File: config.mk
export PLATFORM = sky130hd
export DESIGN_NAME = source_text_tokenizer_core
export DESIGN_NICKNAME = d
export VERILOG_FILES = /design/src/design/stt_pkg.sv /design/src/design/stt_char_class.sv /design/src/design/source_text_tokenizer_core.sv
export SDC_FILE = /design/constraint.sdc
export NUM_CORES = 1
export LEC_CHECK = 0
export BUFFER_PORTS_ARGS = -buffer_cell sky130_fd_sc_hd__clkbuf_2
export CORE_MARGIN = 5
export CORE_UTILIZATION = 65
export DETAILED_ROUTE_END_ITERATION = 6
export GPL_TIMING_DRIVEN = 0
export PLACE_DENSITY = 0.83
export SYNTH_ARGS = -nofsm -noshare
export SYNTH_HDL_FRONTEND = slang
export SYNTH_SLANG_ARGS = --single-unit
File: constraint.sdc
create_clock -name clk -period 10.5 [get_ports clk]
set_input_delay 2.1 -clock clk [delete_from_list [all_inputs] [get_ports clk]]
set_output_delay 2.1 -clock clk [all_outputs]
set_load 0.02 [all_outputs]
File: src/design/stt_pkg.sv
// Shared types, token kinds and character constants for the source text tokenizer.
package stt_pkg;

  // Token kinds as they appear on the result channel
  localparam logic [3:0] KIND_FUN    = 4'd0;
  localparam logic [3:0] KIND_BOOL   = 4'd1;
  localparam logic [3:0] KIND_INT    = 4'd2;
  localparam logic [3:0] KIND_STRING = 4'd3;
  localparam logic [3:0] KIND_IDENT  = 4'd4;
  localparam logic [3:0] KIND_LBRACE = 4'd5;
  localparam logic [3:0] KIND_RBRACE = 4'd6;
  localparam logic [3:0] KIND_LPAREN = 4'd7;
  localparam logic [3:0] KIND_RPAREN = 4'd8;
  localparam logic [3:0] KIND_SEMI   = 4'd9;
  localparam logic [3:0] KIND_COMMA  = 4'd10;

  // Largest integer value before saturation
  localparam logic [30:0] INT_MAX31 = 31'h7FFF_FFFF;

  // Character codes
  localparam logic [7:0] CH_NUL    = 8'h00;
  localparam logic [7:0] CH_TAB    = 8'h09;
  localparam logic [7:0] CH_NL     = 8'h0A;
  localparam logic [7:0] CH_SPACE  = 8'h20;
  localparam logic [7:0] CH_QUOTE  = 8'h22;
  localparam logic [7:0] CH_LPAREN = 8'h28;
  localparam logic [7:0] CH_RPAREN = 8'h29;
  localparam logic [7:0] CH_COMMA  = 8'h2C;
  localparam logic [7:0] CH_ZERO   = 8'h30;
  localparam logic [7:0] CH_NINE   = 8'h39;
  localparam logic [7:0] CH_SEMI   = 8'h3B;
  localparam logic [7:0] CH_UP_A   = 8'h41;
  localparam logic [7:0] CH_UP_Z   = 8'h5A;
  localparam logic [7:0] CH_LO_A   = 8'h61;
  localparam logic [7:0] CH_LO_Z   = 8'h7A;
  localparam logic [7:0] CH_LBRACE = 8'h7B;
  localparam logic [7:0] CH_RBRACE = 8'h7D;

  // Keyword identifiers
  localparam int         KW_NUM   = 3;
  localparam logic [1:0] KW_FUN   = 2'd0;
  localparam logic [1:0] KW_TRUE  = 2'd1;
  localparam logic [1:0] KW_FALSE = 2'd2;

  // Classification of one source byte
  typedef struct packed {
    logic       is_space;
    logic       is_nul;
    logic       is_digit;
    logic       is_alpha;
    logic       is_quote;
    logic       is_mark;
    logic [3:0] mark_kind;
    logic [3:0] digit;
  } char_class_t;

  // Length of a keyword
  function automatic logic [2:0] kw_len(input logic [1:0] kw);
    logic [2:0] len;
    case (kw)
      KW_FUN:   len = 3'd3;
      KW_TRUE:  len = 3'd4;
      KW_FALSE: len = 3'd5;
      default:  len = 3'd0;
    endcase
    return len;
  endfunction

  // Character of a keyword at one position
  function automatic logic [7:0] kw_char(input logic [1:0] kw, input logic [2:0] pos);
    logic [7:0] ch;
    ch = 8'h00;
    case (kw)
      KW_FUN: begin
        case (pos)
          3'd0:    ch = 8'h66; // f
          3'd1:    ch = 8'h75; // u
          3'd2:    ch = 8'h6E; // n
          default: ch = 8'h00;
        endcase
      end
      KW_TRUE: begin
        case (pos)
          3'd0:    ch = 8'h74; // t
          3'd1:    ch = 8'h72; // r
          3'd2:    ch = 8'h75; // u
          3'd3:    ch = 8'h65; // e
          default: ch = 8'h00;
        endcase
      end
      KW_FALSE: begin
        case (pos)
          3'd0:    ch = 8'h66; // f
          3'd1:    ch = 8'h61; // a
          3'd2:    ch = 8'h6C; // l
          3'd3:    ch = 8'h73; // s
          3'd4:    ch = 8'h65; // e
          default: ch = 8'h00;
        endcase
      end
      default: ch = 8'h00;
    endcase
    return ch;
  endfunction

endpackage

File: src/design/stt_char_class.sv
// Byte classifier: sorts one source character into digit, letter, quote, NUL, mark and separator classes.
module stt_char_class (
  input  logic [7:0]          ch,
  output stt_pkg::char_class_t cls
);
  import stt_pkg::*;

  logic [7:0] diff;

  assign diff = ch - CH_ZERO;

  // Classify the byte
  always_comb begin
    cls           = '0;
    cls.is_space  = (ch == CH_SPACE) || (ch == CH_TAB) || (ch == CH_NL);
    cls.is_nul    = (ch == CH_NUL);
    cls.is_digit  = (ch >= CH_ZERO) && (ch <= CH_NINE);
    cls.is_alpha  = ((ch >= CH_LO_A) && (ch <= CH_LO_Z)) ||
                    ((ch >= CH_UP_A) && (ch <= CH_UP_Z));
    cls.is_quote  = (ch == CH_QUOTE);
    cls.digit     = diff[3:0];
    cls.is_mark   = 1'b1;
    unique case (ch)
      CH_LBRACE: cls.mark_kind = KIND_LBRACE;
      CH_RBRACE: cls.mark_kind = KIND_RBRACE;
      CH_LPAREN: cls.mark_kind = KIND_LPAREN;
      CH_RPAREN: cls.mark_kind = KIND_RPAREN;
      CH_SEMI:   cls.mark_kind = KIND_SEMI;
      CH_COMMA:  cls.mark_kind = KIND_COMMA;
      default: begin
        cls.is_mark   = 1'b0;
        cls.mark_kind = KIND_FUN;
      end
    endcase
  end

endmodule

File: src/design/source_text_tokenizer_core.sv
// Top level of the source text tokenizer: scan sequencer, text memory and result register.
//
//   channel | direction | handshake           | payload
//   in_     | input     | in_valid/in_ready   | in_byte, in_end_of_data
//   out_    | output    | out_valid/out_ready | token_kind .. run_last, one word per result
//
// A byte passes S_STEP alone when it extends a token or follows a NUL, S_STEP and S_START
// when it arrives between tokens, and S_STEP, S_FLUSH and S_START or S_END when it ends
// a token; each text character is read in S_TXT_RD and loaded in S_TXT_WR, as the text
// memory read is registered ahead of the result register. End of data adds its own flush.
// Reset (rst_n low, synchronous) returns the scanner to idle; the text memory is not cleared.
// Stalls on out_ready hold the sequencer; in_ready is high only between bytes.
module source_text_tokenizer_core #(
  parameter int MAX_TEXT = 32
) (
  input  logic        clk,
  input  logic        rst_n,
  input  logic        in_valid,
  output logic        in_ready,
  input  logic [7:0]  in_byte,
  input  logic        in_end_of_data,
  output logic        out_valid,
  input  logic        out_ready,
  output logic [3:0]  out_token_kind,
  output logic [30:0] out_int_value,
  output logic        out_bool_value,
  output logic        out_text_valid,
  output logic [7:0]  out_text_char,
  output logic [4:0]  out_char_index,
  output logic        out_text_end,
  output logic        out_overflowed,
  output logic        out_run_last
);
  import stt_pkg::*;

  localparam int AW    = $clog2(MAX_TEXT);
  localparam int LEN_W = $clog2(MAX_TEXT + 1);

  // Scan modes
  localparam logic [2:0] MODE_IDLE   = 3'd0;
  localparam logic [2:0] MODE_NUMBER = 3'd1;
  localparam logic [2:0] MODE_STRING = 3'd2;
  localparam logic [2:0] MODE_WORD   = 3'd3;
  localparam logic [2:0] MODE_DONE   = 3'd4;

  // Sequencer states
  localparam logic [2:0] S_IDLE   = 3'd0;
  localparam logic [2:0] S_STEP   = 3'd1;
  localparam logic [2:0] S_START  = 3'd2;
  localparam logic [2:0] S_END    = 3'd3;
  localparam logic [2:0] S_FLUSH  = 3'd4;
  localparam logic [2:0] S_TXT_RD = 3'd5;
  localparam logic [2:0] S_TXT_WR = 3'd6;

  // Sequencer and token state
  logic [2:0]        state_r, state_nxt;
  logic [2:0]        resume_r, resume_nxt;
  logic [2:0]        post_mode_r, post_mode_nxt;
  logic              more_r, more_nxt;
  logic [7:0]        c_r, c_nxt;
  logic              last_r, last_nxt;
  logic [2:0]        mode_r, mode_nxt;
  logic [LEN_W-1:0]  len_r, len_nxt;
  logic [30:0]       acc_r, acc_nxt;
  logic              ovf_r, ovf_nxt;
  logic [KW_NUM-1:0] kwf_r, kwf_nxt;
  logic [3:0]        emit_kind_r, emit_kind_nxt;
  logic [LEN_W-1:0]  emit_len_r, emit_len_nxt;
  logic              emit_ovf_r, emit_ovf_nxt;
  logic [AW-1:0]     idx_r, idx_nxt;

  // Result register
  logic        out_valid_r;
  logic [3:0]  out_kind_r, out_kind_nxt;
  logic [30:0] out_int_r, out_int_nxt;
  logic        out_bool_r, out_bool_nxt;
  logic        out_tvalid_r, out_tvalid_nxt;
  logic [7:0]  out_char_r, out_char_nxt;
  logic [4:0]  out_idx_r, out_idx_nxt;
  logic        out_tend_r, out_tend_nxt;
  logic        out_ovf_r, out_ovf_nxt;
  logic        out_rlast_r, out_rlast_nxt;
  logic        out_load;
  logic        slot_free;

  // Text memory
  logic [7:0]    text_mem [MAX_TEXT];
  logic [7:0]    rd_q;
  logic          rd_en;
  logic          mem_we;
  logic [AW-1:0] mem_waddr;

  // Helpers
  char_class_t       cls;
  logic              store_ok;
  logic [KW_NUM-1:0] kw_hit;
  logic              any_kw;
  logic [34:0]       acc_ext;
  logic [34:0]       acc_mul;
  logic              txt_end;
  logic              single_item;
  logic              text_stream;
  logic [3:0]        text_kind;
  logic              start_more;

  stt_char_class u_class (
    .ch  (c_r),
    .cls (cls)
  );

  assign in_ready  = (state_r == S_IDLE);
  assign slot_free = !out_valid_r || out_ready;
  assign store_ok  = (len_r < LEN_W'(MAX_TEXT));
  assign acc_ext   = {4'b0000, acc_r};
  assign acc_mul   = (acc_ext << 3) + (acc_ext << 1) + {31'd0, cls.digit};
  assign txt_end   = ((LEN_W'(idx_r) + LEN_W'(1)) == emit_len_r);
  assign text_kind = (mode_r == MODE_STRING) ? KIND_STRING : KIND_IDENT;
  // A flush at a token's ending character is followed by a mark or a new token flushed at end
  assign start_more = cls.is_mark ||
                      (last_r && (cls.is_digit || cls.is_quote || cls.is_alpha));

  // Match the pending word against the keywords
  always_comb begin
    for (int k = 0; k < KW_NUM; k++) begin
      kw_hit[k] = !ovf_r && kwf_r[k] && (len_r == LEN_W'(kw_len(2'(k))));
    end
    any_kw = (mode_r == MODE_WORD) && (|kw_hit);
  end

  assign single_item = (mode_r == MODE_NUMBER) || any_kw ||
                       (((mode_r == MODE_WORD) || (mode_r == MODE_STRING)) &&
                        (len_r == '0));
  assign text_stream = (((mode_r == MODE_WORD) && !any_kw) || (mode_r == MODE_STRING)) &&
                       (len_r != '0);

  // Sequence one byte through flush, start and end-of-data steps
  always_comb begin
    state_nxt     = state_r;
    resume_nxt    = resume_r;
    post_mode_nxt = post_mode_r;
    more_nxt      = more_r;
    c_nxt         = c_r;
    last_nxt      = last_r;
    mode_nxt      = mode_r;
    len_nxt       = len_r;
    acc_nxt       = acc_r;
    ovf_nxt       = ovf_r;
    kwf_nxt       = kwf_r;
    emit_kind_nxt = emit_kind_r;
    emit_len_nxt  = emit_len_r;
    emit_ovf_nxt  = emit_ovf_r;
    idx_nxt       = idx_r;
    mem_we        = 1'b0;
    mem_waddr     = len_r[AW-1:0];
    rd_en         = 1'b0;
    out_load       = 1'b0;
    out_kind_nxt   = KIND_FUN;
    out_int_nxt    = '0;
    out_bool_nxt   = 1'b0;
    out_tvalid_nxt = 1'b0;
    out_char_nxt   = '0;
    out_idx_nxt    = '0;
    out_tend_nxt   = 1'b1;
    out_ovf_nxt    = 1'b0;
    out_rlast_nxt  = 1'b1;

    unique case (state_r)
      S_IDLE: begin
        if (in_valid) begin
          c_nxt     = in_byte;
          last_nxt  = in_end_of_data;
          state_nxt = S_STEP;
        end
      end

      S_STEP: begin
        unique case (mode_r)
          MODE_NUMBER: begin
            if (cls.is_digit) begin
              // accumulate with saturation
              if (acc_mul > {4'b0000, INT_MAX31}) begin
                acc_nxt = INT_MAX31;
                ovf_nxt = 1'b1;
              end else begin
                acc_nxt = acc_mul[30:0];
              end
              state_nxt = last_r ? S_END : S_IDLE;
            end else begin
              post_mode_nxt = MODE_IDLE;
              more_nxt      = start_more;
              resume_nxt    = S_START;
              state_nxt     = S_FLUSH;
            end
          end
          MODE_WORD, MODE_STRING: begin
            if ((mode_r == MODE_WORD) && !cls.is_alpha) begin
              post_mode_nxt = MODE_IDLE;
              more_nxt      = start_more;
              resume_nxt    = S_START;
              state_nxt     = S_FLUSH;
            end else if ((mode_r == MODE_STRING) && (cls.is_quote || cls.is_nul)) begin
              post_mode_nxt = cls.is_nul ? MODE_DONE : MODE_IDLE;
              more_nxt      = 1'b0;
              resume_nxt    = S_END;
              state_nxt     = S_FLUSH;
            end else begin
              // append the character, or mark truncation
              if (store_ok) begin
                mem_we  = 1'b1;
                len_nxt = len_r + LEN_W'(1);
                for (int k = 0; k < KW_NUM; k++) begin
                  kwf_nxt[k] = kwf_r[k] &&
                               ((len_r >= LEN_W'(kw_len(2'(k)))) ||
                                (c_r == kw_char(2'(k), len_r[2:0])));
                end
              end else begin
                ovf_nxt = 1'b1;
              end
              state_nxt = last_r ? S_END : S_IDLE;
            end
          end
          MODE_DONE: begin
            state_nxt = last_r ? S_END : S_IDLE;
          end
          default: begin
            mode_nxt  = MODE_IDLE;
            state_nxt = S_START;
          end
        endcase
      end

      S_START: begin
        state_nxt = last_r ? S_END : S_IDLE;
        if (cls.is_nul) begin
          mode_nxt = MODE_DONE;
        end else if (cls.is_digit) begin
          mode_nxt = MODE_NUMBER;
          acc_nxt  = {27'd0, cls.digit};
          ovf_nxt  = 1'b0;
        end else if (cls.is_quote) begin
          mode_nxt = MODE_STRING;
          len_nxt  = '0;
          ovf_nxt  = 1'b0;
        end else if (cls.is_alpha) begin
          // first letter goes to entry zero
          mode_nxt  = MODE_WORD;
          ovf_nxt   = 1'b0;
          mem_we    = 1'b1;
          mem_waddr = '0;
          len_nxt   = LEN_W'(1);
          for (int k = 0; k < KW_NUM; k++) begin
            kwf_nxt[k] = (c_r == kw_char(2'(k), 3'd0));
          end
        end else if (cls.is_mark) begin
          // hold until the result register frees up
          if (slot_free) begin
            out_load     = 1'b1;
            out_kind_nxt = cls.mark_kind;
          end else begin
            state_nxt = S_START;
          end
        end
      end

      S_END: begin
        if (last_r) begin
          post_mode_nxt = MODE_IDLE;
          more_nxt      = 1'b0;
          resume_nxt    = S_IDLE;
          state_nxt     = S_FLUSH;
        end else begin
          state_nxt = S_IDLE;
        end
      end

      S_FLUSH: begin
        if (!single_item || slot_free) begin
          if (single_item) begin
            out_load      = 1'b1;
            out_rlast_nxt = !more_r;
            if (mode_r == MODE_NUMBER) begin
              out_kind_nxt = KIND_INT;
              out_int_nxt  = acc_r;
              out_ovf_nxt  = ovf_r;
            end else if (any_kw) begin
              out_kind_nxt = kw_hit[KW_FUN] ? KIND_FUN : KIND_BOOL;
              out_bool_nxt = kw_hit[KW_TRUE];
            end else begin
              out_kind_nxt = text_kind;
              out_ovf_nxt  = ovf_r;
            end
          end
          if (text_stream) begin
            emit_kind_nxt = text_kind;
            emit_len_nxt  = len_r;
            emit_ovf_nxt  = ovf_r;
            idx_nxt       = '0;
            state_nxt     = S_TXT_RD;
          end else begin
            state_nxt = resume_r;
          end
          // clear the pending token
          mode_nxt = post_mode_r;
          len_nxt  = '0;
          acc_nxt  = '0;
          ovf_nxt  = 1'b0;
        end
      end

      S_TXT_RD: begin
        rd_en     = 1'b1;
        state_nxt = S_TXT_WR;
      end

      S_TXT_WR: begin
        if (slot_free) begin
          out_load       = 1'b1;
          out_kind_nxt   = emit_kind_r;
          out_tvalid_nxt = 1'b1;
          out_char_nxt   = rd_q;
          out_idx_nxt    = 5'(idx_r);
          out_tend_nxt   = txt_end;
          out_ovf_nxt    = emit_ovf_r;
          out_rlast_nxt  = txt_end && !more_r;
          if (txt_end) begin
            state_nxt = resume_r;
          end else begin
            idx_nxt   = idx_r + AW'(1);
            state_nxt = S_TXT_RD;
          end
        end
      end

      default: begin
        state_nxt = S_IDLE;
      end
    endcase
  end

  // Control registers
  always_ff @(posedge clk) begin
    if (!rst_n) begin
      state_r     <= S_IDLE;
      resume_r    <= S_IDLE;
      post_mode_r <= MODE_IDLE;
      more_r      <= 1'b0;
      mode_r      <= MODE_IDLE;
      len_r       <= '0;
      acc_r       <= '0;
      ovf_r       <= 1'b0;
      out_valid_r <= 1'b0;
    end else begin
      state_r     <= state_nxt;
      resume_r    <= resume_nxt;
      post_mode_r <= post_mode_nxt;
      more_r      <= more_nxt;
      mode_r      <= mode_nxt;
      len_r       <= len_nxt;
      acc_r       <= acc_nxt;
      ovf_r       <= ovf_nxt;
      if (out_load) begin
        out_valid_r <= 1'b1;
      end else if (out_ready) begin
        out_valid_r <= 1'b0;
      end
    end
  end

  // Payload registers
  always_ff @(posedge clk) begin
    c_r         <= c_nxt;
    last_r      <= last_nxt;
    kwf_r       <= kwf_nxt;
    emit_kind_r <= emit_kind_nxt;
    emit_len_r  <= emit_len_nxt;
    emit_ovf_r  <= emit_ovf_nxt;
    idx_r       <= idx_nxt;
    if (out_load) begin
      out_kind_r   <= out_kind_nxt;
      out_int_r    <= out_int_nxt;
      out_bool_r   <= out_bool_nxt;
      out_tvalid_r <= out_tvalid_nxt;
      out_char_r   <= out_char_nxt;
      out_idx_r    <= out_idx_nxt;
      out_tend_r   <= out_tend_nxt;
      out_ovf_r    <= out_ovf_nxt;
      out_rlast_r  <= out_rlast_nxt;
    end
  end

  // Text memory: one write port, one registered read port
  always_ff @(posedge clk) begin
    if (mem_we) begin
      text_mem[mem_waddr] <= c_r;
    end
    if (rd_en) begin
      rd_q <= text_mem[idx_r];
    end
  end

  assign out_valid      = out_valid_r;
  assign out_token_kind = out_kind_r;
  assign out_int_value  = out_int_r;
  assign out_bool_value = out_bool_r;
  assign out_text_valid = out_tvalid_r;
  assign out_text_char  = out_char_r;
  assign out_char_index = out_idx_r;
  assign out_text_end   = out_tend_r;
  assign out_overflowed = out_ovf_r;
  assign out_run_last   = out_rlast_r;

endmodule

---- Word-level counts from Yosys, hierarchy flattened ----
Memories as Yosys holds them, arrays and structs flattened. A register that Yosys moved wholly into a read port is not among the register bits.
Cells that the tools add are included.
word-level totals
  memories kept ........................... 1
  RAM bits ................................ 256
  output and inout port bits .............. 55
  bits in registers ....................... 133
operators by class
  multiplexer cells ....................... 183
  add/subtract/negate cells ............... 6
  bitwise operators ....................... 4
  eq/ne operators ......................... 59
  reduce and logical (&&, ||, !) cells .... 67
  order comparisons ....................... 11
memory list
  name      depth  bits a word  read ports  clocked after memory_dff  write ports  RTL line                          source
  text_mem  32     8            1           1                         1            source_text_tokenizer_core.sv:87  logic [7:0] text_mem [MAX_TEXT];
operator list
  cell                    count
  $mux W8                 25
  $mux W31                6
  $mux W3                 51
  $pmux W31 S3            1
  $mux W6                 9
  $mux W1                 45
  $mux W5                 9
  $eq A8 B6 Y1 const B    5
  $eq A8 B8 Y1            5
  $ne A2 B2 Y1 const B    18
  $add A34 B32 Y35        1
  $add A35 B4 Y35         1
  $gt A35 B31 Y1 const B  1
  $pmux W7 S5             1
  $pmux W3 S2             5
  $mux W4                 7
  $pmux W7 S4             1
  $ne A3 B3 Y1 const B    8
  $pmux W4 S6             1
  $pmux W3 S7             1
  $pmux W7 S3             1
  $logic_and A1 B1 Y1     20
  $eq A3 B2 Y1 const B    6
  $ge A6 B3 Y1            3
  other kinds (45)        99

---- Logic depth before layout (Yosys ltp) ----
  word-level depth ........................ 16
  mapped depth ............................ 17

---- Hierarchy ----
A second synthesis with hierarchy kept.
second synthesis, totals
  cells, all modules ...................... 1,328
  area, all modules ....................... 18,502.7 µm²
modules (own cells, without submodules)
  module                      cells an instance  sequential area each (µm²)  area an instance (µm²)  times used
  source_text_tokenizer_core  1,283              11,280.8                    18,188.7                1
  stt_char_class              45                 0.0                         314.1                   1

---- Worst setup path after synthesis ----
Ideal clock, no wire load.
  kind .................................... input -> register
  from .................................... in out_ready
  to ...................................... reg out_bool_r (netlist: out_bool_value), enable pin
  buffers on the path ..................... 0
  setup time .............................. 0.537 ns
  data required time ...................... 9.963 ns
  stages .................................. 2
  setup slack ............................. 4.041 ns
  arrival ................................. 5.922 ns
  cells stage by stage .................... nor2b_1 o21ai_0
between the ends
  cells in the longest elaborated chain, start to end .. 8
  elaborated cells on any way between the ends .. 10
  those cells by class .................... 8 x mux; 2 x reduce/logical
ends and longest elaborated chain
  what                    RTL line                                                              source
  start: declaration      source_text_tokenizer_core.sv:23                                      input logic out_ready,
  $logic_or A1 B1 Y1 (*)  source_text_tokenizer_core.sv:112                                     assign slot_free = !out_valid_r || out_ready;
  $mux W1                 source_text_tokenizer_core.sv:256, source_text_tokenizer_core.sv:316
  $mux W1                 source_text_tokenizer_core.sv:254                                     end else if (cls.is_mark) begin
  $mux W1                 source_text_tokenizer_core.sv:244                                     end else if (cls.is_alpha) begin
  $mux W1                 source_text_tokenizer_core.sv:240                                     end else if (cls.is_quote) begin
  $mux W1                 source_text_tokenizer_core.sv:236                                     end else if (cls.is_digit) begin
  $mux W1                 source_text_tokenizer_core.sv:234                                     if (cls.is_nul) begin
  $pmux W1 S3 (*)         source_text_tokenizer_core.sv:167                                     unique case (state_r)
  named net out_load      source_text_tokenizer_core.sv:83                                      logic out_load;
  end signal: assignment  source_text_tokenizer_core.sv:381                                     out_bool_r <= out_bool_nxt;
  end: declaration        source_text_tokenizer_core.sv:76                                      logic out_bool_r, out_bool_nxt;
The timed path passes the listed nets; every way through them passes the cells marked *.
A chain may end at the register's enable or synchronous reset.

---- Worst setup path in the final report ----
  from .................................... reg c_r[3]
  to ...................................... reg acc_r[25]
between the ends
  cells in the longest elaborated chain, start to end .. 7
  elaborated cells on any way between the ends .. 15
  those cells by class .................... 2 x add/sub; 3 x order compare; 3 x eq/ne; 4 x mux; 3 x reduce/logical
ends and longest elaborated chain
  what                      RTL line                           source
  start: declaration        source_text_tokenizer_core.sv:60   logic [7:0] c_r, c_nxt;
  start signal: assignment  source_text_tokenizer_core.sv:371  c_r <= c_nxt;
  $sub A4 B1 Y4             stt_char_class.sv:10               assign diff = ch - CH_ZERO;
  $add A35 B4 Y35           source_text_tokenizer_core.sv:115  assign acc_mul = (acc_ext << 3) + (acc_ext << 1) + {31'd0, cls.digit};
  $gt A35 B31 Y1            source_text_tokenizer_core.sv:181  if (acc_mul > {4'b0000, INT_MAX31}) begin
  $mux W31                  source_text_tokenizer_core.sv:181
  $mux W31                  source_text_tokenizer_core.sv:179  if (cls.is_digit) begin
  $mux W31                  source_text_tokenizer_core.sv:177  unique case (mode_r)
  $pmux W31 S3              source_text_tokenizer_core.sv:167
  end signal: assignment    source_text_tokenizer_core.sv:359  acc_r <= acc_nxt;
  end: declaration          source_text_tokenizer_core.sv:64   logic [30:0] acc_r, acc_nxt;
Several ways; a longest one is shown, not always the timed one. The select of a mux whose other input is x is not followed.

==> results.json <==
{
  "synth_warnings": 0,
  "power.internal_uw": 2568,
  "pin_count": 68,
  "worst-setup-path-type": "flop to flop",
  "drive_above_1_share_pct": 18.06,
  "synth_edf_count": 343,
  "worstMarginPinSlew_ns": 1.390,
  "reg2reg_depth": 16,
  "ys.flop_type": "edfxtp_1",
  "crit_start": "c_r[3]$_DFFE_PP_",
  "ir_drop_mv": 0.1926,
  "port_buffers": 67,
  "syn-cell-area_mm2": 0.01829,
  "ys_seq_area_share_pct": 61.69,
  "cts_max_path_buffers": 3,
  "grt_pass1_vias": 11760,
  "crit_path_end_kind": "flop",
  "timing.rr.end": "acc_r[25]$_SDFFE_PN0P_",
  "die_w_um": 177.7,
  "fin_util_pct": 73.93,
  "fin_tns_setup_ns": 0,
  "reg2reg_slack_ns": 4.79,
  "grt_pass1_wl_um": 68810,
  "route.detailed.drc": 0,
  "hold_class": "flop to flop",
  "p_clk_share_pct": 43.0,
  "fin_skew_ns": 0.03586,
  "synth_seq_cells": 392,
  "clock-sinks": 392,
  "wire_per_inst_um": 24.49,
  "grt_use_met3_pct": 5.965,
  "grt_max_degree": 41,
  "synth_cell_types": 69,
  "final_antenna_net_count": 0,
  "multi_input_area_mm2": 0.006643,
  "max_freq_ghz": 0.1752,
  "clkTransAtPathRegs_ns": 0.06,
  "gp_congestion": 0.9226,
  "async_flop_share_pct": 0,
  "avgSynthCellArea_um2": 13.92,
  "p_leak_uw": 0.007337,
  "cts_hold_buf": 0,
  "run_status": "finished clean",
  "antenna_found_initial": 1,
  "core_region_area_mm2": 0.02778,
  "p_per_area_mw_per_mm2": 160.7,
  "postCtsSetupRepairBufs": 0,
  "fin_crit_sh_pct": 54.37,
  "rows": 61,
  "grtUsageMet1_pct": 39.91,
  "dp_hpwl_um": 29620,
  "final_cell_mix": "edfxtp_1 (343), nor2_1 (121), nand2_1 (100)",
  "slew_viol_final": 0,
  "power.switching_uw": 732.0,
  "first_pass_iters": 6,
  "rsz0062_at_grt": "no",
  "drv_cap": 0,
  "drt_iter0_markers": 1734,
  "initial_core_util_pct": 65.83,
  "die-area_mm2": 0.03159,
  "area_growth_syn_to_layout_pct": 12.32,
  "cp-endpoint": "acc_r[25]$_SDFFE_PN0P_",
  "cts_tree": "built",
  "grt_util_met2_pct": 47.26,
  "slew_headroom_pct": 6.625,
  "root_buffer": "clkbuf_16",
  "cp.arrival_ns": 6.15,
  "busiest_layer": "met2",
  "start_kind": "flop",
  "crit_fanout": 33,
  "synthCells": 1314,
  "cts_resized": 0,
  "num_vias": 12100,
  "fillers": 1733,
  "die_h_um": 177.7,
  "hold_viol_final": 0,
  "setup_slack_ns": 4.791,
  "cts_max_level": 2,
  "required_ns": 10.94,
  "antenna_cells": 0,
  "instances_no_fill": 1834,
  "power_frac_seq_pct": 52.8,
  "p_sw_share_pct": 22.18,
  "syn-num-nets": 1396,
  "insertion_delay_ns": 0.57,
  "setup_violations": 0,
  "cts_buffers": 40,
  "hp-start": "post_mode_r[2]$_SDFFE_PN0P_",
  "finalNetCount": 1510,
  "vias_per_cell": 6.599,
  "period_needed_ns": 5.709,
  "wl_um": 44910,
  "pre_cts_ws_ns": 4.977,
  "r2r-start": "c_r[3]$_DFFE_PP_",
  "dp_cells": 1760,
  "comb_power_share_pct": 4.3,
  "grt_util_all_layers_pct": 28.80,
  "final_common_cell": "edfxtp_1",
  "grt-ovfl-total": 0,
  "seqCellArea_mm2": 0.01128,
  "power_uw": 3301
}
cells in the mapped netlist, types with 5 or more instances:
master	n	area [µm²]
nand3_1	25	125.1
nor2b_1	7	43.79
buf_6	5	56.30
nand4_1	11	68.82
and3_1	21	131.4
clkbuf_1	46	172.7
and2_1	40	250.2
a21o_1	5	37.54
a22oi_1	7	52.55
o21bai_1	8	60.06
nand3b_1	5	37.54
a21oi_1	66	330.3
xnor2_1	23	201.4
buf_2	7	35.03
nor3_1	28	140.1
or3_1	8	50.05
nand2b_1	13	81.33
a32oi_1	5	43.79
ha_1	67	838.3
nor4_1	6	37.54
nand2_1	100	375.4
inv_1	25	93.84
xor2_1	17	148.9
o211ai_1	9	67.56
o21ai_2	20	175.2
o21ai_0	51	255.2
buf_1	6	22.52
nor2_1	121	454.2
dfxtp_1	49	980.9
mux2_2	10	112.6
edfxtp_1	343	10300
mux2i_1	5	50.05
mux4_2	80	1802
a31oi_1	14	87.58
power by group through the flow:
stage	clock (µW)	sequential (µW)	combinational, µW
5_1_grt	1500	1740	151
4_1_cts	1430	1750	118
3_3_place_gp	0	1780	114
2_1_floorplan	0	1760	86.5
3_5_place_dp	0	1780	116
6_report	1420	1740	141
critical path: stages (launching register included):
cell and delay [ns]:
edfxtp_1 1.20, clkbuf_1 0.51, inv_1 0.14, fa_1 0.58, fa_1 0.48, nand2b_1 0.19, a21oi_1 0.21, o211ai_1 0.19
o21ai_1 0.48, a21oi_1 0.17, nor4_1 0.29, o21bai_1 0.09, a311o_1 0.31, buf_2 0.23, buf_2 0.22, nor2_1 0.21
o21ai_2 0.06
area by class of cell:
type | count | share of cell area (%)
buffer | 64 | 1.395
clock buffer | 47 | 5.001
clock inverter | 23 | 1.316
inverter | 25 | 0.4569
multi-input combinational | 833 | 32.34
sequential | 392 | 54.92
tap | 378 | 2.303
timing repair buffer | 72 | 2.266
per-layer routing:
metal  share of wire [%]  routed length [µm]  up-vias
li1                    -                   -     5298
met1                  38               17180     5865
met2                  48               21570      822
met3                  11                4793      117
met4                 3.0                1359        0
met5                   0                   0        -
cells by family (layout without fill, tap and decap cells):
logic type	after synthesis	after routing	share of synthesized area, %
XOR/XNOR	40	40	1.916
adder cells (fa/ha/maj)	69	69	4.803
multiplexers	95	95	10.74
AO/OA/AOI/OAI	230	230	8.162
flip-flops	392	392	61.69
AND/OR/NAND/NOR	399	399	10.61
buffers and inverters	89	231	2.080
how the worst min path moves through the flow:
stage	to	slack [ns]	cells past startpoint
final	post_mode_r[2]$_SDFFE_PN0P_	0.47	2
after global routing	emit_len_r[2]$_DFFE_PP_	0.48	0
after CTS	emit_len_r[2]$_DFFE_PP_	0.47	0
after detailed placement	emit_len_r[4]$_DFFE_PP_	0.45	0
after global placement	emit_len_r[2]$_DFFE_PP_	0.42	0
after floorplan	emit_len_r[2]$_DFFE_PP_	0.41	0
through the flow:
stage | cell area [µm²] | hold slack (ns)
after floorplan | 18290 | 0.4064
after global placement | 19100 | 0.4173
after detailed placement | 19130 | 0.4458
after CTS | 20420 | 0.4725
after global routing | 20540 | 0.4799
final | 20540 | 0.4750
flip-flops by register name (all words and copies together), names as in the netlist, 4 cells and up:
name            count
text_mem          256
acc_r              31
out_int_value      31
c_r                 8
out_text_char       8
rd_q                8
emit_len_r          6
len_r               6
idx_r               5
out_char_index      5
out_token_kind      4
(Power assumes the default switching activity.)
